File: config.mk
export PLATFORM = sky130hd
export DESIGN_NAME = keyword_substitution_cipher_flat
export DESIGN_NICKNAME = d
export VERILOG_FILES = /design/src/sv/kwc_pkg.sv /design/src/sv/kwc_req_if.sv /design/src/sv/kwc_rsp_if.sv /design/src/sv/kwc_cell.sv /design/src/sv/keyword_substitution_cipher.sv /design/src/flat_wrapper.sv
export SDC_FILE = /design/constraint.sdc
export NUM_CORES = 1
export LEC_CHECK = 0
export BUFFER_PORTS_ARGS = -buffer_cell sky130_fd_sc_hd__buf_2
export CAP_MARGIN = 10
export CORE_MARGIN = 4
export CORE_UTILIZATION = 55
export CTS_CLUSTER_DIAMETER = 50
export CTS_CLUSTER_SIZE = 8
export DETAILED_ROUTE_END_ITERATION = 12
export PLACE_DENSITY = 0.79
export SYNTH_ARGS = -nofsm -noshare
export SYNTH_HDL_FRONTEND = slang
export SYNTH_HIERARCHICAL = 1
export SYNTH_SLANG_ARGS = --single-unit
File: constraint.sdc
create_clock -name clock -period 8.85 [get_ports clock]
set_clock_uncertainty 0.15 [all_clocks]
set_input_delay 1.77 -clock clock [delete_from_list [all_inputs] [get_ports clock]]
set_output_delay 1.77 -clock clock [all_outputs]
set_load 0.1 [all_outputs]
File: src/sv/kwc_pkg.sv
// ----------------------------------------------------------------------------
// kwc_pkg
// Shared widths, mode codes and link types for the keyword cipher.
// ----------------------------------------------------------------------------
package kwc_pkg;

   localparam int NUM_LETTERS = 26;
   localparam int LETTER_W    = $clog2(NUM_LETTERS + 1);
   localparam int CHAR_W      = 8;
   localparam int MODE_W      = 3;

   typedef logic [LETTER_W-1:0] letter_type;
   typedef logic [CHAR_W-1:0]   char_type;
   typedef logic [MODE_W-1:0]   mode_type;

   localparam letter_type LETTER_COUNT = letter_type'(NUM_LETTERS);
   localparam letter_type LAST_LETTER  = letter_type'(NUM_LETTERS - 1);

   localparam mode_type MODE_CLEAR   = 3'd0;
   localparam mode_type MODE_KEY     = 3'd1;
   localparam mode_type MODE_FINISH  = 3'd2;
   localparam mode_type MODE_ENCRYPT = 3'd3;
   localparam mode_type MODE_DECRYPT = 3'd4;

   localparam char_type CHAR_UPPER_A = 8'h41;
   localparam char_type CHAR_UPPER_Z = 8'h5A;
   localparam char_type CHAR_LOWER_A = 8'h61;
   localparam char_type CHAR_LOWER_Z = 8'h7A;

   // token and running fill count handed from cell to cell
   typedef struct packed {
      logic       tok;
      letter_type cnt;
   } link_type;

   // one alphabet placement: letter goes to slot
   typedef struct packed {
      logic       valid;
      letter_type letter;
      letter_type slot;
   } place_type;

endpackage

File: src/sv/kwc_req_if.sv
// ----------------------------------------------------------------------------
// kwc_req_if
// Request channel: mode and character word with valid/ready.
// ----------------------------------------------------------------------------
interface kwc_req_if;
   import kwc_pkg::*;

   logic     valid;
   logic     ready;
   mode_type mode;
   char_type char_in;

   modport source (output valid, output mode, output char_in, input ready);
   modport sink   (input valid, input mode, input char_in, output ready);

endinterface

File: src/sv/kwc_rsp_if.sv
// ----------------------------------------------------------------------------
// kwc_rsp_if
// Response channel: result character and flags with valid/ready.
// ----------------------------------------------------------------------------
interface kwc_rsp_if;
   import kwc_pkg::*;

   logic     valid;
   logic     ready;
   char_type char_out;
   logic     status;
   logic     key_ready;

   modport source (output valid, output char_out, output status, output key_ready,
                   input ready);
   modport sink   (input valid, input char_out, input status, input key_ready,
                   output ready);

endinterface

File: src/sv/kwc_cell.sv
// ----------------------------------------------------------------------------
// kwc_cell
// One letter cell: forward entry for slot id, inverse entry and used bit for
// letter id, and one stage of the finish token chain.
// ----------------------------------------------------------------------------
module kwc_cell (
   input  logic                clock,
   input  logic                reset,
   input  kwc_pkg::letter_type id,
   input  logic                clear,
   input  kwc_pkg::place_type  place,
   input  kwc_pkg::link_type   left_link,
   output kwc_pkg::link_type   right_link,
   output kwc_pkg::place_type  walk_req,
   output logic                used,
   output kwc_pkg::letter_type fwd,
   output kwc_pkg::letter_type inv
);
   import kwc_pkg::*;

   logic       used_ff, used_in;
   letter_type fwd_ff, fwd_in;
   letter_type inv_ff, inv_in;
   link_type   link_ff, link_in;
   logic       take;

   always_comb begin
      take = left_link.tok && !used_ff && (left_link.cnt < LETTER_COUNT);

      walk_req.valid  = take;
      walk_req.letter = id;
      walk_req.slot   = left_link.cnt;

      link_in.tok = left_link.tok;
      link_in.cnt = take ? left_link.cnt + letter_type'(1) : left_link.cnt;

      used_in = used_ff;
      inv_in  = inv_ff;
      fwd_in  = fwd_ff;
      if (clear) begin
         used_in = 1'b0;
      end else if (place.valid && place.letter == id) begin
         used_in = 1'b1;
         inv_in  = place.slot;
      end
      if (place.valid && place.slot == id) begin
         fwd_in = place.letter;
      end
   end

   always_ff @(posedge clock) begin
      fwd_ff      <= fwd_in;
      inv_ff      <= inv_in;
      link_ff.cnt <= link_in.cnt;
      if (reset) begin
         used_ff     <= 1'b0;
         link_ff.tok <= 1'b0;
      end else begin
         used_ff     <= used_in;
         link_ff.tok <= link_in.tok;
      end
   end

   assign right_link = link_ff;
   assign used       = used_ff;
   assign fwd        = fwd_ff;
   assign inv        = inv_ff;

endmodule

File: src/sv/keyword_substitution_cipher.sv
// ----------------------------------------------------------------------------
// keyword_substitution_cipher
// Keyword substitution cipher built on a row of 26 letter cells.
//
// Clear, key character, encrypt, decrypt and the unused modes may follow one
// another in consecutive cycles; each result sits in an output register, so
// a new word is taken only while that register is empty or in the cycle its
// result is taken by the sink.
// Finish occupies the block while a token walks the 26 letter cells, one cell
// per cycle, placing every unused letter at the running fill count, and the
// result is issued once the walk ends and the output register is free.
// The cipher alphabet lives in the cells; a lookup reads one cell entry.
// ----------------------------------------------------------------------------
module keyword_substitution_cipher (
   input  logic      clock,
   input  logic      reset,
   kwc_req_if.sink   req_bus,
   kwc_rsp_if.source rsp_bus
);
   import kwc_pkg::*;

   typedef enum logic [1:0] {S_IDLE, S_WALK, S_DONE} state_type;

   state_type  state_ff, state_in;
   letter_type fill_ff, fill_in;
   logic       ready_flag_ff, ready_flag_in;
   logic       start_ff, start_in;
   char_type   hold_char_ff, hold_char_in;
   logic       rsp_valid_ff, rsp_valid_in;
   char_type   rsp_char_ff, rsp_char_in;
   logic       rsp_status_ff, rsp_status_in;
   logic       rsp_key_ready_ff, rsp_key_ready_in;

   link_type   links [NUM_LETTERS];
   place_type  walk_reqs [NUM_LETTERS];
   logic       cell_used [NUM_LETTERS];
   letter_type cell_fwd [NUM_LETTERS];
   letter_type cell_inv [NUM_LETTERS];
   logic [NUM_LETTERS-1:0] walk_valid_vec;

   link_type   start_link;
   place_type  walk_place, key_place, place;
   logic       accept, clear, rsp_free;
   logic       is_upper, is_lower, is_letter;
   letter_type idx, lookup;
   char_type   cipher_char;

   always_comb begin
      accept    = req_bus.valid && req_bus.ready;
      is_upper  = (req_bus.char_in >= CHAR_UPPER_A) && (req_bus.char_in <= CHAR_UPPER_Z);
      is_lower  = (req_bus.char_in >= CHAR_LOWER_A) && (req_bus.char_in <= CHAR_LOWER_Z);
      is_letter = is_upper || is_lower;
      if (is_upper) begin
         idx = letter_type'(req_bus.char_in - CHAR_UPPER_A);
      end else if (is_lower) begin
         idx = letter_type'(req_bus.char_in - CHAR_LOWER_A);
      end else begin
         idx = '0;
      end
   end

   assign start_link.tok = start_ff;
   assign start_link.cnt = fill_ff;

   for (genvar g = 0; g < NUM_LETTERS; g++) begin : g_cell
      if (g == 0) begin : g_head
         kwc_cell u_cell (
            .clock      (clock),
            .reset      (reset),
            .id         (letter_type'(g)),
            .clear      (clear),
            .place      (place),
            .left_link  (start_link),
            .right_link (links[g]),
            .walk_req   (walk_reqs[g]),
            .used       (cell_used[g]),
            .fwd        (cell_fwd[g]),
            .inv        (cell_inv[g])
         );
      end else begin : g_body
         kwc_cell u_cell (
            .clock      (clock),
            .reset      (reset),
            .id         (letter_type'(g)),
            .clear      (clear),
            .place      (place),
            .left_link  (links[g-1]),
            .right_link (links[g]),
            .walk_req   (walk_reqs[g]),
            .used       (cell_used[g]),
            .fwd        (cell_fwd[g]),
            .inv        (cell_inv[g])
         );
      end
      assign walk_valid_vec[g] = walk_reqs[g].valid;
   end

   always_comb begin
      walk_place = '0;
      for (int i = 0; i < NUM_LETTERS; i++) begin
         if (walk_reqs[i].valid) begin
            walk_place = walk_reqs[i];
         end
      end
   end

   always_comb begin
      key_place.valid  = accept && (req_bus.mode == MODE_KEY) && is_letter
                         && !cell_used[idx] && (fill_ff < LETTER_COUNT);
      key_place.letter = idx;
      key_place.slot   = fill_ff;
      place            = (state_ff == S_WALK) ? walk_place : key_place;
      clear            = accept && (req_bus.mode == MODE_CLEAR);
   end

   always_comb begin
      lookup = (req_bus.mode == MODE_ENCRYPT) ? cell_fwd[idx] : cell_inv[idx];
      if (lookup >= LETTER_COUNT) begin
         lookup = LAST_LETTER;
      end
      cipher_char = (is_upper ? CHAR_UPPER_A : CHAR_LOWER_A) + char_type'(lookup);
   end

   assign rsp_free      = !rsp_valid_ff || rsp_bus.ready;
   assign req_bus.ready = (state_ff == S_IDLE) && rsp_free;

   always_comb begin
      state_in         = state_ff;
      fill_in          = fill_ff;
      ready_flag_in    = ready_flag_ff;
      start_in         = 1'b0;
      hold_char_in     = hold_char_ff;
      rsp_valid_in     = rsp_valid_ff && !rsp_bus.ready;
      rsp_char_in      = rsp_char_ff;
      rsp_status_in    = rsp_status_ff;
      rsp_key_ready_in = rsp_key_ready_ff;
      case (state_ff)
         S_IDLE: begin
            if (accept) begin
               rsp_valid_in     = 1'b1;
               rsp_char_in      = req_bus.char_in;
               rsp_status_in    = 1'b0;
               rsp_key_ready_in = ready_flag_ff;
               case (req_bus.mode)
                  MODE_CLEAR: begin
                     fill_in          = '0;
                     ready_flag_in    = 1'b0;
                     rsp_key_ready_in = 1'b0;
                  end
                  MODE_KEY: begin
                     if (key_place.valid) begin
                        fill_in = fill_ff + letter_type'(1);
                     end
                  end
                  MODE_FINISH: begin
                     rsp_valid_in = rsp_valid_ff && !rsp_bus.ready;
                     rsp_char_in  = rsp_char_ff;
                     start_in     = 1'b1;
                     hold_char_in = req_bus.char_in;
                     state_in     = S_WALK;
                  end
                  MODE_ENCRYPT, MODE_DECRYPT: begin
                     if (!ready_flag_ff) begin
                        rsp_status_in = 1'b1;
                     end else if (is_letter) begin
                        rsp_char_in = cipher_char;
                     end
                  end
                  default: begin
                  end
               endcase
            end
         end
         S_WALK: begin
            if (links[NUM_LETTERS-1].tok) begin
               fill_in       = links[NUM_LETTERS-1].cnt;
               ready_flag_in = 1'b1;
               state_in      = S_DONE;
            end
         end
         S_DONE: begin
            if (rsp_free) begin
               rsp_valid_in     = 1'b1;
               rsp_char_in      = hold_char_ff;
               rsp_status_in    = 1'b0;
               rsp_key_ready_in = ready_flag_ff;
               state_in         = S_IDLE;
            end
         end
         default: begin
            state_in = S_IDLE;
         end
      endcase
   end

   always_ff @(posedge clock) begin
      hold_char_ff     <= hold_char_in;
      rsp_char_ff      <= rsp_char_in;
      rsp_status_ff    <= rsp_status_in;
      rsp_key_ready_ff <= rsp_key_ready_in;
      if (reset) begin
         state_ff      <= S_IDLE;
         fill_ff       <= '0;
         ready_flag_ff <= 1'b0;
         start_ff      <= 1'b0;
         rsp_valid_ff  <= 1'b0;
      end else begin
         state_ff      <= state_in;
         fill_ff       <= fill_in;
         ready_flag_ff <= ready_flag_in;
         start_ff      <= start_in;
         rsp_valid_ff  <= rsp_valid_in;
      end
   end

   assign rsp_bus.valid     = rsp_valid_ff;
   assign rsp_bus.char_out  = rsp_char_ff;
   assign rsp_bus.status    = rsp_status_ff;
   assign rsp_bus.key_ready = rsp_key_ready_ff;

   a_fill_bound: assert property (@(posedge clock) disable iff (reset)
      fill_ff <= LETTER_COUNT)
      else $error("fill count beyond alphabet size");

   a_walk_one_place: assert property (@(posedge clock) disable iff (reset)
      $onehot0(walk_valid_vec))
      else $error("more than one cell placing a letter");

   a_walk_sets_ready: assert property (@(posedge clock) disable iff (reset)
      (state_ff == S_WALK && links[NUM_LETTERS-1].tok) |=> ready_flag_ff)
      else $error("finish walk ended without key ready");

   a_busy_blocks_req: assert property (@(posedge clock) disable iff (reset)
      (state_ff != S_IDLE) |-> !req_bus.ready)
      else $error("request taken during finish walk");

endmodule

File: src/flat_wrapper.sv
// flat-port wrapper written by rule: the top's interface ports become plain ports
module keyword_substitution_cipher_flat import kwc_pkg::*;
  (clock, reset, req_bus_valid, req_bus_mode, req_bus_char_in, req_bus_ready, rsp_bus_valid, rsp_bus_char_out, rsp_bus_status, rsp_bus_key_ready, rsp_bus_ready);
  kwc_req_if req_bus_i ();
  kwc_rsp_if rsp_bus_i ();
  input  logic clock;
  input  logic reset;
  input wire logic [$bits(req_bus_i.valid)-1:0] req_bus_valid;
  input wire logic [$bits(req_bus_i.mode)-1:0] req_bus_mode;
  input wire logic [$bits(req_bus_i.char_in)-1:0] req_bus_char_in;
  output wire logic [$bits(req_bus_i.ready)-1:0] req_bus_ready;
  output wire logic [$bits(rsp_bus_i.valid)-1:0] rsp_bus_valid;
  output wire logic [$bits(rsp_bus_i.char_out)-1:0] rsp_bus_char_out;
  output wire logic [$bits(rsp_bus_i.status)-1:0] rsp_bus_status;
  output wire logic [$bits(rsp_bus_i.key_ready)-1:0] rsp_bus_key_ready;
  input wire logic [$bits(rsp_bus_i.ready)-1:0] rsp_bus_ready;
  assign req_bus_i.valid = req_bus_valid;
  assign req_bus_i.mode = req_bus_mode;
  assign req_bus_i.char_in = req_bus_char_in;
  assign req_bus_ready = req_bus_i.ready;
  assign rsp_bus_valid = rsp_bus_i.valid;
  assign rsp_bus_char_out = rsp_bus_i.char_out;
  assign rsp_bus_status = rsp_bus_i.status;
  assign rsp_bus_key_ready = rsp_bus_i.key_ready;
  assign rsp_bus_i.ready = rsp_bus_ready;
  keyword_substitution_cipher u_core (.clock(clock), .reset(reset), .req_bus(req_bus_i), .rsp_bus(rsp_bus_i));
endmodule
Word level (Yosys, flattened, before mapping)
Index checks and enable logic that the tools add are counted.

storage, ports and cells
  logic and storage cells = 552
  register bits after elaboration = 470

cells by class
  multiplexer cells = 99
  equal/unequal tests = 63
  bitwise operators = 4
  $add $sub $neg = 29
  order comparisons = 32
  reduce and logical (&&, ||, !) cells = 186

operators by type and width
  cell                 number
  $mux 11              27
  $mux 5               37
  $add 5x1->5 const B  26
  $lt 5x5->1 const B   26
  $logic_and 1x1->1    114
  $eq 5x5->1 const B   20
  $eq 5x4->1 const B   16
  $reduce_and 2->1     26
  $bmux 5 s5           2
  $eq 5x3->1 const B   8
  $mux 8               4
  $pmux 8 s2           2
  $logic_not 1->1      29
  $eq 5x2->1 const B   4
  $pmux 5 s2           2
  $ge 8x7->1 const B   2
  $le 8x7->1 const B   2
  $mux 1               14
  $eq 5x1->1 const B   2
  $logic_not 5->1      2
  $sub 5x1->5 const B  2
  $reduce_and 3->1     3
  $add 8x5->8          1
  $mux 2               4
  other kinds (25)     38

Depth between registers and ports, before layout
Gate-level depths: netlist of the first run.

  word-level depth = 33
  gate-level depth with buffers = 20
  depth with buffers taken out = 16

Hierarchy
The synthesis of the first run kept the hierarchy.

by module, submodules not included
  module                                          sequential area each (µm²)  instances  area each (µm²)  cells each
  kwc_cell at u_core.g_cell[0].g_head.u_cell ...  440.4                       24         780.7            58
  keyword_substitution_cipher                     740.7                       1          6775.2           971
  kwc_cell at u_core.g_cell[8].g_body.u_cell ...  440.4                       2          779.5            58

Worst setup path before layout of the first run
Ideal clock, no wire load.

  path type = input to register
  start = in rsp_bus_ready
  end = reg u_core.g_cell[0].g_head.u_cell.inv_ff[0], enable pin
  cell stages on the path = 5
  arrival = 10.258 ns
  data required time = 8.093 ns
  setup slack = -2.165 ns
  library setup time = 0.607 ns
  cells stage by stage = nor2b_1 -> nor3_1 -> nand2_1 -> nor4_1 -> nor4b_1

RTL lines
  what                        RTL line                            source
  from (decl)                 flat_wrapper.sv:16                  input wire logic [$bits(rsp_bus_i.ready)-1:0] rsp_bus_ready;
  $logic_or 1x1->1            keyword_substitution_cipher.sv:124  assign rsp_free = !rsp_valid_ff || rsp_bus.ready;
  $logic_and 1x1->1           keyword_substitution_cipher.sv:125  assign req_bus.ready = (state_ff == S_IDLE) && rsp_free;
  net req_bus_ready           flat_wrapper.sv:11                  output wire logic [$bits(req_bus_i.ready)-1:0] req_bus_ready;
  $logic_and 1x1->1           keyword_substitution_cipher.sv:49   accept = req_bus.valid && req_bus.ready;
  $logic_and 1x1->1           keyword_substitution_cipher.sv:113  clear = accept && (req_bus.mode == MODE_CLEAR);
  net u_core.clear            keyword_substitution_cipher.sv:43   logic accept, clear, rsp_free;
  $not 1->1 (no line)         n/a
  $reduce_and 2->1 (no line)  n/a
  to (signal assigned)        kwc_cell.sv:53                      inv_ff <= inv_in;
  to (decl)                   kwc_cell.sv:23                      letter_type inv_ff, inv_in;

The timed path passes the listed nets, and every way through them passes these cells.
A chain may end at the register's enable or synchronous reset.

==> flow_metrics.py, run 1 <==
metrics = {
    "drt": {
        "wl_met3_um": 5890,
        "vias_per_cell": 5.92,
        "drc": 0,
        "first_iter_violations": 1942,
        "vias": 19600,
        "drt-wirelength-per-cell_um": 21.5,
        "ant_nets": 0,
        "drt-met1-wl_um": 28100,
        "routed.top_layer": "met5",
        "firstDrtPassIters": 6,
        "wl_um": 71300,
        "wl_met2_um": 34400,
    },
    "cts": {
        "h-tree-depth": 3,
        "cts_hold_buffers": 0,
        "path_clk_slew_ps": 50,
        "clockBufferDepth": 3,
        "cts_setup_buffers": 0,
        "root_buffer": "clkbuf_16",
        "cts_tree": "done",
        "cts_sinks": 470,
        "cts_resized": 0,
        "clk_latency_ps": 600,
        "cts_made_buffers": 70,
    },
    "placement": {
        "dpl_cell_area_um2": 27200,
        "dp_cells": 3209,
        "routabilityCongestion": 0.990,
        "dp_hpwl_um": 48300,
        "place_ws_ps": 1370,
        "port-buffer-count": 26,
    },
    "timing": {
        "fin_ws_ps": 1900,
        "timing.hold.ws_ps": 340,
        "setup_violations": 0,
        "tightest_slew_ps": 1290,
        "finalCriticalPeriod_ps": 6950,
        "max_slew_margin_pct": 14.2,
        "slew_violations": 0,
        "max_clock_freq_ghz": 0.144,
        "hold_viol": 0,
        "min_period_over_period_pct": 78.5,
        "fin_tns_setup_ps": 0,
        "rsz0062_at_grt": "no",
    },
    "final_layout": {
        "fin_nets": 2663,
        "drive_above_1_share_pct": 10.7,
        "utilization_pct": 59.7,
        "area_growth_pct": 7.71,
        "fin_area_um2": 29200,
        "ff_latch_area_um2": 12200,
        "final_cell_mix": "conb_1, edfxtp_1, dfxtp_1, xnor2_1, xor2_1",
        "final_common_cell": "conb_1",
        "fin_cells": 3311,
        "fill_cells": 3947,
        "multiInputGateArea_um2": 13600,
    },
    "synthesis": {
        "ys_warn_count": 6,
        "synth-seq-cells": 470,
        "synthArstFlopShare_pct": 0,
        "synth_edf_count": 278,
        "yosys.area_share.simple_pct": 13.1,
        "synthCells": 2479,
        "synth_compound_area_share_pct": 13.4,
        "yosys.area.top_type_share_pct": 30.8,
        "synth_xor_area_share_pct": 11.3,
        "yosysTopAreaCell": "edfxtp_1",
        "muxShareOfSynthArea_pct": 4.91,
        "synth_top_family_by_area": "compound AO/OA/AOI/OAI gates",
        "netlist_top_cells_area": "edfxtp_1, dfxtp_1, buf_4",
        "synth-adder-area-share_pct": 1.43,
        "ys_seq_area_share_pct": 45.0,
        "synth_area_um2": 27100,
        "avgSynthCellArea_um2": 10.9,
        "synth_cell_types": 85,
        "ys.flop_type": "edfxtp_1",
    },
    "critical_path": {
        "critical_path.startpoint_type": "input port",
        "crit_type": "input port to flip-flop",
        "crit_chain": "buf_4 -> inv_1 -> ha_2 -> or3b_4 -> nor3_4 -> nor3_4 -> buf_4 -> nand2_1 -> o32ai_1 -> o21a_1 -> o32ai_1 -> o2bb2ai_4 -> buf_4 -> nor4b_1",
        "required_ps": 8910,
        "slowest_stage": "nor4b_1",
        "slowest_delay_ps": 890,
        "cp-end-kind": "flip-flop",
        "path_max_fanout": 55,
        "critPathMostFrequentCell": "buf_4",
        "worstPathArrival_ps": 7010,
    },
    "power": {
        "total_power_mw": 5.19,
        "p_leak_nw": 11.5,
        "ir_worst_vdd_mv": 0.154,
        "power.density_nw_per_um2": 178,
    },
    "global_routing": {
        "antenna_found_initial": 2,
        "grt_pass1_vias": 19300,
        "grt_util_all_layers_pct": 26.5,
        "grt_overflow": 0,
        "grt_pass1_wl_um": 110000,
        "grt_max_degree": 81,
    },
    "run_status": {
        "status": "finished clean",
    },
    "floorplan": {
        "core_area_um2": 48800,
        "die_area_um2": 52800,
        "row_count": 81,
        "ioPinCount": 27,
        "die_y_um": 230,
        "die_w_um": 230,
        "initial_core_util_pct": 55.4,
    },
    "job": {
        "maxCapViolations": 0,
    },
    "min_path": {
        "hp-class": "flip-flop to flip-flop",
    },
}
-- Yosys cell counts (7+ instances only) --
cell and count:
inv_1 50, o21ai_0 75, mux2i_1 60, nand2b_1 12, a211oi_1 15, buf_6 28
nor2b_1 47, clkbuf_1 47, mux2_4 26, or4b_1 26, nor4b_1 27, a41o_1 27
o311ai_0 11, nand4_1 89, mux4_2 8, o211ai_1 23, a21oi_1 74, nor4_1 33
o221ai_1 31, o22ai_1 20, buf_1 7, and3_1 63, a221o_1 10, buf_4 286
nor2_1 69, nor3_1 25, dfxtp_1 192, and3_2 24, a31oi_1 18, ha_1 31
nand2_1 127, buf_2 17, o32ai_1 36, xnor2_1 185, edfxtp_1 278, a221oi_1 21
xor2_1 160, a22oi_1 23, o211ai_2 27, nand3_1 29, mux2_2 14, o2111ai_1 8
-- worst max-delay path: cells and delay by family --
kind / cells / cell delay (ps)
AO/OA/AOI/OAI: 4 / 1570
adder cells (fa/ha/maj): 1 / 320
buffers and inverters: 4 / 1090
AND/OR/NAND/NOR: 5 / 2190
-- cells by family (layout without fill, tap and decap cells) --
kind of cell,Yosys count,count (layout)
flops,470,470
simple gates,607,607
compound gates,478,478
mux,108,108
fa+ha+maj,31,31
xor+xnor,347,347
buf+inv,436,215
other cells,2,391
-- where the power goes --
part	total [mW]	switching [mW]	internal [mW]
registers	2.34	0.00927	2.33
clock network	2.40	0.943	1.46
logic	0.450	0.306	0.143
-- final cells by class --
cell class,count,area share (%)
tap,664,2.85
timing repair buffer,63,1.45
multi-input combinational,1961,46.5
sequential,470,41.8
clock buffer,92,6.36
clock inverter,9,0.386
antenna,1,0.00858
inverter,51,0.657
-- final timing paths --
path / slack [ps] / endpoint / from / cells past startpoint
setup / recovery: 1900 / u_core/g_cell[12].g_body.u_cell/inv[3]$_DFFE_PP_ / req_bus_char_in[0] / 14
hold / removal: 340 / u_core/g_cell[20].g_body.u_cell/right_link[4]$_DFF_P_ / u_core/g_cell[19].g_body.u_cell/right_link[4]$_DFF_P_ / 1
setup reg to reg: 2570 / u_core/g_cell[16].g_body.u_cell/inv[1]$_DFFE_PP_ / u_core/g_cell[7].g_body.u_cell/used$_SDFFE_PP0P_ / 16
hold reg to reg: 340 / u_core/g_cell[20].g_body.u_cell/right_link[4]$_DFF_P_ / u_core/g_cell[19].g_body.u_cell/right_link[4]$_DFF_P_ / 1
-- per-layer routing --
metal	vias up	GRT usage [%]
met5	-	0
met1	9500	33.7
met3	219	5.50
met2	970	44.5
met4	2	10.5
li1	8918	-
-- sequential cells by signal (all words and copies together), names as in the netlist --
| register | count |
|---|---|
| u_core/fill_ff | 5 |
| u_core/g_cell.g_head.u_cell/used | 1 |
| u_core/g_cell.g_body.u_cell/used | 25 |
| u_core/g_cell.g_head.u_cell/inv | 5 |
| u_core/rsp_bus.key_ready | 1 |
| u_core/ready_flag_ff | 1 |
| u_core/hold_char_ff | 8 |
| u_core/rsp_bus.valid | 1 |
| u_core/g_cell.g_body.u_cell/fwd | 125 |
| u_core/g_cell.g_head.u_cell/fwd | 5 |
| u_core/g_cell.g_body.u_cell/inv | 125 |
| u_core/start_ff | 1 |
| u_core/rsp_bus.status | 1 |
| u_core/g_cell.g_body.u_cell/right_link | 150 |
| u_core/g_cell.g_head.u_cell/right_link | 6 |
| u_core/rsp_bus.char_out | 8 |
| u_core/state_ff | 2 |
Power figures use the tool's default switching activity.
==> inputs of run 2 (changes only) <==
Settings changed: PLACE_DENSITY 0.79 to 0.76.
Clock period 8.85 ns to 7.14 ns, I/O delays scaled along.
==> run 2 against run 1 <==
Setup slack lost 840 ps. Power grew 24%. Cell count grew 1.1%. Global-route usage grew 0.71 points. First-iteration DRC count grew 3.7%. Combinational power grew 26%. Clock power grew 23%. Via count shrank 0.34%. Cell area grew 0.97%. Critical path type is now flip-flop to flip-flop.
==> flow_metrics.py, run 2 (synthesis gave the netlist of run 1 again) <==
metrics = {
    "run_status": {
        "status": "finished clean",
    },
    "cts": {
        "cts_made_buffers": 70,
        "cts_resized": 0,
        "cts_sinks": 470,
        "cts_tree": "done",
        "clockBufferDepth": 3,
        "h-tree-depth": 3,
        "root_buffer": "clkbuf_16",
        "cts_setup_buffers": 0,
        "path_clk_slew_ps": 50,
        "clk_latency_ps": 590,
        "cts_hold_buffers": 0,
    },
    "drt": {
        "ant_nets": 0,
        "vias_per_cell": 5.84,
        "wl_um": 72500,
        "first_iter_violations": 2014,
        "drt-wirelength-per-cell_um": 21.6,
        "vias": 19500,
        "drc": 0,
        "firstDrtPassIters": 6,
    },
    "power": {
        "ir_worst_vdd_mv": 0.160,
        "power.density_nw_per_um2": 218,
        "p_leak_nw": 11.7,
    },
    "timing": {
        "min_period_over_period_pct": 85.1,
        "max_slew_margin_pct": 21.3,
        "max_clock_freq_ghz": 0.164,
        "rsz0062_at_grt": "no",
        "hold_viol": 0,
        "tightest_slew_ps": 1160,
        "setup_violations": 0,
        "fin_tns_setup_ps": 0,
        "slew_violations": 0,
        "timing.hold.ws_ps": 346,
        "finalCriticalPeriod_ps": 6080,
    },
    "final_layout": {
        "largest_reg_flops": 150,
        "area_growth_pct": 8.76,
        "drive_above_1_share_pct": 11.8,
        "diodes": 0,
        "final_common_cell": "conb_1",
        "final_cell_mix": "conb_1, edfxtp_1, dfxtp_1, xnor2_1, xor2_1",
        "fill_cells": 3941,
        "fin_cells": 3348,
        "fin_nets": 2699,
        "fin_area_um2": 29400,
    },
    "global_routing": {
        "grt_max_degree": 81,
        "antenna_found_initial": 0,
        "grt_pass1_vias": 19300,
        "grt_util_all_layers_pct": 27.2,
        "grt_pass1_wl_um": 113000,
        "grt_overflow": 0,
    },
    "floorplan": {
        "core_area_um2": 48800,
        "row_count": 81,
        "die_area_um2": 52800,
        "die_w_um": 230,
        "initial_core_util_pct": 55.4,
        "ioPinCount": 27,
        "die_y_um": 230,
    },
    "job": {
        "maxCapViolations": 0,
    },
    "placement": {
        "dp_cells": 3245,
        "port-buffer-count": 26,
        "routabilityCongestion": 1.02,
        "dp_hpwl_um": 51400,
        "dpl_cell_area_um2": 27500,
    },
    "critical_path": {
        "cp-end-kind": "flip-flop",
        "required_ps": 7260,
        "worstPathArrival_ps": 6200,
        "r2r_slack_ps": 1060,
        "critical_path.startpoint_type": "flip-flop",
        "path_max_fanout": 52,
        "crit_type": "flip-flop to flip-flop",
    },
    "min_path": {
        "hp-class": "flip-flop to flip-flop",
    },
}
run 2: cell count changes in the layout (fill, tap and decap cells not counted), sizes merged:
| cell | previous run | this run |
|---|---|---|
| diode | 1 | 0 |
| buf | 63 | 99 |
| clkbuf | 92 | 95 |
| inv | 54 | 52 |
| clkinv | 6 | 7 |
run 2: through the flow:
step | utilization (%) | total power [mW] | setup WS [ps]
after floorplan | - | 3.40 | 340
after global placement | 56.3 | 3.48 | 1210
after detailed placement | 56.3 | 3.50 | 1040
after CTS | 60.3 | 6.46 | 1150
after global routing | 60.3 | 6.64 | 841
final | 60.3 | 6.42 | 1060
run 2: area by class of cell:
type	instances	area, µm²	area share [%]
Clock inverter	8	70.1	0.238
Clock buffer	95	1890	6.41
Multi-Input combinational cell	1961	13600	46.0
Sequential cell	470	12200	41.4
Timing Repair Buffer	99	718	2.44
Inverter	51	191	0.650
Tap cell	664	831	2.82
run 2: worst paths after layout:
check / start / end / depth (start not counted)
min reg2reg: u_core/g_cell[17].g_body.u_cell/right_link[4]$_DFF_P_ / u_core/g_cell[18].g_body.u_cell/right_link[4]$_DFF_P_ / 1
max: u_core/fill_ff[1]$_SDFFE_PP0P_ / u_core/g_cell[20].g_body.u_cell/fwd[2]$_DFFE_PP_ / 15
max reg2reg: u_core/fill_ff[1]$_SDFFE_PP0P_ / u_core/g_cell[20].g_body.u_cell/fwd[2]$_DFFE_PP_ / 15
min: u_core/g_cell[17].g_body.u_cell/right_link[4]$_DFF_P_ / u_core/g_cell[18].g_body.u_cell/right_link[4]$_DFF_P_ / 1
run 2: routing by layer:
metal / vias up / part of all wire (%) / wire, µm / track usage (%)
li1: 8991 / - / - / -
met3: 210 / 7.6 / 5520 / 5.34
met2: 855 / 48 / 34600 / 45.1
met5: - / 0 / 0 / 0
met4: 0 / 4.8 / 3500 / 11.9
met1: 9486 / 40 / 28900 / 34.8
run 2: worst max-delay path, cell delays in order, from the launching register on:
cell	delay, ps
dfxtp_1	450
o211ai_2	240
and3_1	350
nor2b_1	630
a221oi_1	250
o211ai_1	300
o2111ai_1	210
a311oi_1	450
a211oi_1	100
o311ai_0	590
a31oi_1	330
o31ai_4	340
buf_12	330
xor2_1	110
nor4_1	490
and3_1	370
run 2: power breakdown:
| group | total [mW] | internal (mW) | leakage (nW) | switching [mW] |
|---|---|---|---|---|
| clock network | 2.96 | 1.82 | 0.948 | 1.14 |
| registers | 2.89 | 2.88 | 4.24 | 0.0117 |
| logic | 0.568 | 0.187 | 6.53 | 0.381 |
| total | 6.42 | 4.89 | 11.7 | 1.53 |
==> inputs of run 3 (changes only) <==
Settings changed: BUFFER_PORTS_ARGS -buffer_cell sky130_fd_sc_hd__buf_2 to unset, DONT_BUFFER_PORTS set to 1, PLACE_DENSITY 0.76 to 0.75, SETUP_SLACK_MARGIN set to 0.2.
==> run 3 against run 2 <==
First-iteration DRC count fell by 2.3%. Die area unchanged. Global-route usage fell by 0.53 points. Critical endpoint is now u_core/g_cell[18].g_body.u_cell/fwd[2]$_DFFE_PP_. Hold slack barely moved. Sequential power grew 1%. Clock power up 3%. Utilization fell by 0.24 points. Highest routed layer unchanged. Largest cell class unchanged. Critical path depth stayed put. Cell area is 0.39% lower. Sequential share of layout area up 0.16 points. Maximum frequency fell by 0.19%.
==> flow_metrics.py, run 3 (synthesis gave the netlist of run 1 again) <==
metrics = {
    "run_status": {
        "status": "finished clean",
    },
    "final_layout": {
        "utilization_pct": 60.0,
        "drive_above_1_share_pct": 10.8,
        "fin_nets": 2665,
        "final_cell_mix": "conb_1, edfxtp_1, dfxtp_1, xnor2_1, xor2_1",
        "area_growth_pct": 8.33,
        "final_common_cell": "conb_1",
        "largest_reg_flops": 150,
        "fin_area_um2": 29300,
    },
    "global_routing": {
        "grtUsageMet1_pct": 33.8,
        "antenna_found_initial": 1,
        "grt_pass1_wl_um": 111000,
        "grtUsageMet3_pct": 5.05,
        "use_met2_pct": 45.1,
        "grt_overflow": 0,
        "grt_max_degree": 89,
        "grt_pass1_vias": 18900,
        "grt_util_all_layers_pct": 26.7,
        "gr-max-usage-layer": "met2",
    },
    "critical_path": {
        "critical_path.startpoint_type": "flip-flop",
        "rr_endpoint": "u_core/g_cell[18].g_body.u_cell/fwd[2]$_DFFE_PP_",
        "startpoint": "u_core/fill_ff[1]$_SDFFE_PP0P_",
        "r2r_slack_ps": 1050,
        "critPathMostFrequentCell": "and3_1",
        "slowest_delay_ps": 790,
        "worstPathArrival_ps": 6220,
        "ff2ff_path_depth": 15,
        "crit_chain": "o211ai_2 -> and3_1 -> nor2b_1 -> a221oi_1 -> o211ai_1 -> o2111ai_1 -> a31o_2 -> a31oi_1 -> o21ai_0 -> a311oi_1 -> a211oi_1 -> o21ai_4 -> xor2_1 -> nor4_1 -> and3_1",
        "path_max_fanout": 21,
        "required_ps": 7270,
        "cp-endpoint": "u_core/g_cell[18].g_body.u_cell/fwd[2]$_DFFE_PP_",
        "slowest_stage": "o21ai_4",
        "reg2reg_from": "u_core/fill_ff[1]$_SDFFE_PP0P_",
        "crit_type": "flip-flop to flip-flop",
        "cp-end-kind": "flip-flop",
    },
    "floorplan": {
        "row_count": 81,
        "core_area_um2": 48800,
        "die_w_um": 230,
        "die_area_um2": 52800,
        "initial_core_util_pct": 55.4,
        "ioPinCount": 27,
        "die_y_um": 230,
    },
    "placement": {
        "dp_hpwl_um": 49300,
        "port-buffer-count": 0,
        "dpl_cell_area_um2": 27300,
        "routabilityCongestion": 0.992,
    },
    "power": {
        "ir_worst_vdd_mv": 0.211,
        "p_switching_mw": 1.56,
        "switching_share_pct": 24.0,
        "internal_power_mw": 4.93,
        "p_comb_share_pct": 7.7,
        "power_frac_seq_pct": 45.1,
        "power.density_nw_per_um2": 221,
        "p_clk_share_pct": 47.2,
        "p_leak_nw": 11.6,
    },
    "cts": {
        "cts_resized": 0,
        "cts_made_buffers": 70,
        "clk_latency_ps": 600,
        "root_buffer": "clkbuf_16",
        "path_clk_slew_ps": 50,
        "cts_tree": "done",
        "clockBufferDepth": 3,
        "cts_setup_buffers": 0,
        "cts_sinks": 470,
        "cts_hold_buffers": 0,
        "h-tree-depth": 3,
    },
    "timing": {
        "fin_tns_setup_ps": 0,
        "setup_violations": 0,
        "min_period_over_period_pct": 85.3,
        "hold_viol": 0,
        "max_clock_freq_ghz": 0.164,
        "max_slew_margin_pct": 25.7,
        "rsz0062_at_grt": "no",
        "tightest_slew_ps": 1100,
        "timing.hold.ws_ps": 346,
        "finalCriticalPeriod_ps": 6090,
        "slew_violations": 0,
    },
    "drt": {
        "vias": 19400,
        "drc": 0,
        "ant_nets": 0,
        "firstDrtPassIters": 7,
        "wl_um": 72100,
        "drt-wirelength-per-cell_um": 21.8,
        "vias_per_cell": 5.87,
        "first_iter_violations": 1967,
    },
    "job": {
        "maxCapViolations": 0,
    },
    "min_path": {
        "hp-class": "flip-flop to flip-flop",
    },
}
run 3: critical path, delay by kind of cell, from the launching register on:
kind / cells / cell delay, ps
XOR/XNOR: 1 / 150
AND/OR/NAND/NOR: 4 / 1740
flip-flops: 1 / 440
AO/OA/AOI/OAI: 10 / 3270
run 3: metrics by stage:
step | instances | worst slack, ps | total power [mW]
5_1_grt | 3311 | 796 | 6.67
3_5_place_dp | 3211 | 944 | 3.46
2_1_floorplan | 2867 | 340 | 3.40
3_3_place_gp | 3211 | 1050 | 3.45
6_report | 3312 | 1050 | 6.49
4_1_cts | 3311 | 1080 | 6.51
run 3: power by group through the flow:
stage	Clock, mW	Sequential, mW	Combinational [mW]
after detailed placement	0	2.98	0.486
after floorplan	0	2.97	0.422
final	3.06	2.93	0.502
after CTS	3.09	2.93	0.489
after global placement	0	2.98	0.474
after global routing	3.21	2.92	0.540
run 3: how the worst min path moves through the flow:
stage	startpoint	depth (start not counted)	to
3_5_place_dp	u_core/g_cell[19].g_body.u_cell/right_link[4]$_DFF_P_	1	u_core/g_cell[20].g_body.u_cell/right_link[4]$_DFF_P_
5_1_grt	u_core/g_cell[11].g_body.u_cell/right_link[5]$_SDFF_PP0_	1	u_core/g_cell[12].g_body.u_cell/right_link[5]$_SDFF_PP0_
3_3_place_gp	u_core/g_cell[19].g_body.u_cell/right_link[4]$_DFF_P_	1	u_core/g_cell[20].g_body.u_cell/right_link[4]$_DFF_P_
6_report	u_core/g_cell[17].g_body.u_cell/right_link[4]$_DFF_P_	1	u_core/g_cell[18].g_body.u_cell/right_link[4]$_DFF_P_
2_1_floorplan	u_core/g_cell[9].g_body.u_cell/right_link[4]$_DFF_P_	1	u_core/g_cell[10].g_body.u_cell/right_link[4]$_DFF_P_
4_1_cts	u_core/g_cell[3].g_body.u_cell/right_link[4]$_DFF_P_	1	u_core/g_cell[4].g_body.u_cell/right_link[4]$_DFF_P_
run 3: final cells by class:
class / instances / area [µm²]
multi-input cells: 1961 / 13600
clock inverters: 9 / 139
flip-flops and latches: 470 / 12200
fillers: 3928 / 19500
diodes: 1 / 2.50
inverters: 51 / 191
repair buffers: 65 / 531
well taps: 664 / 831
clock buffers: 91 / 1880
run 3: routing by layer:
layer	routed length [µm]	vias up	part of all wire, %
met2	34800	848	48
met4	3080	0	4.3
met5	0	-	0
met3	5350	188	7.4
li1	-	8926	-
met1	28900	9477	40
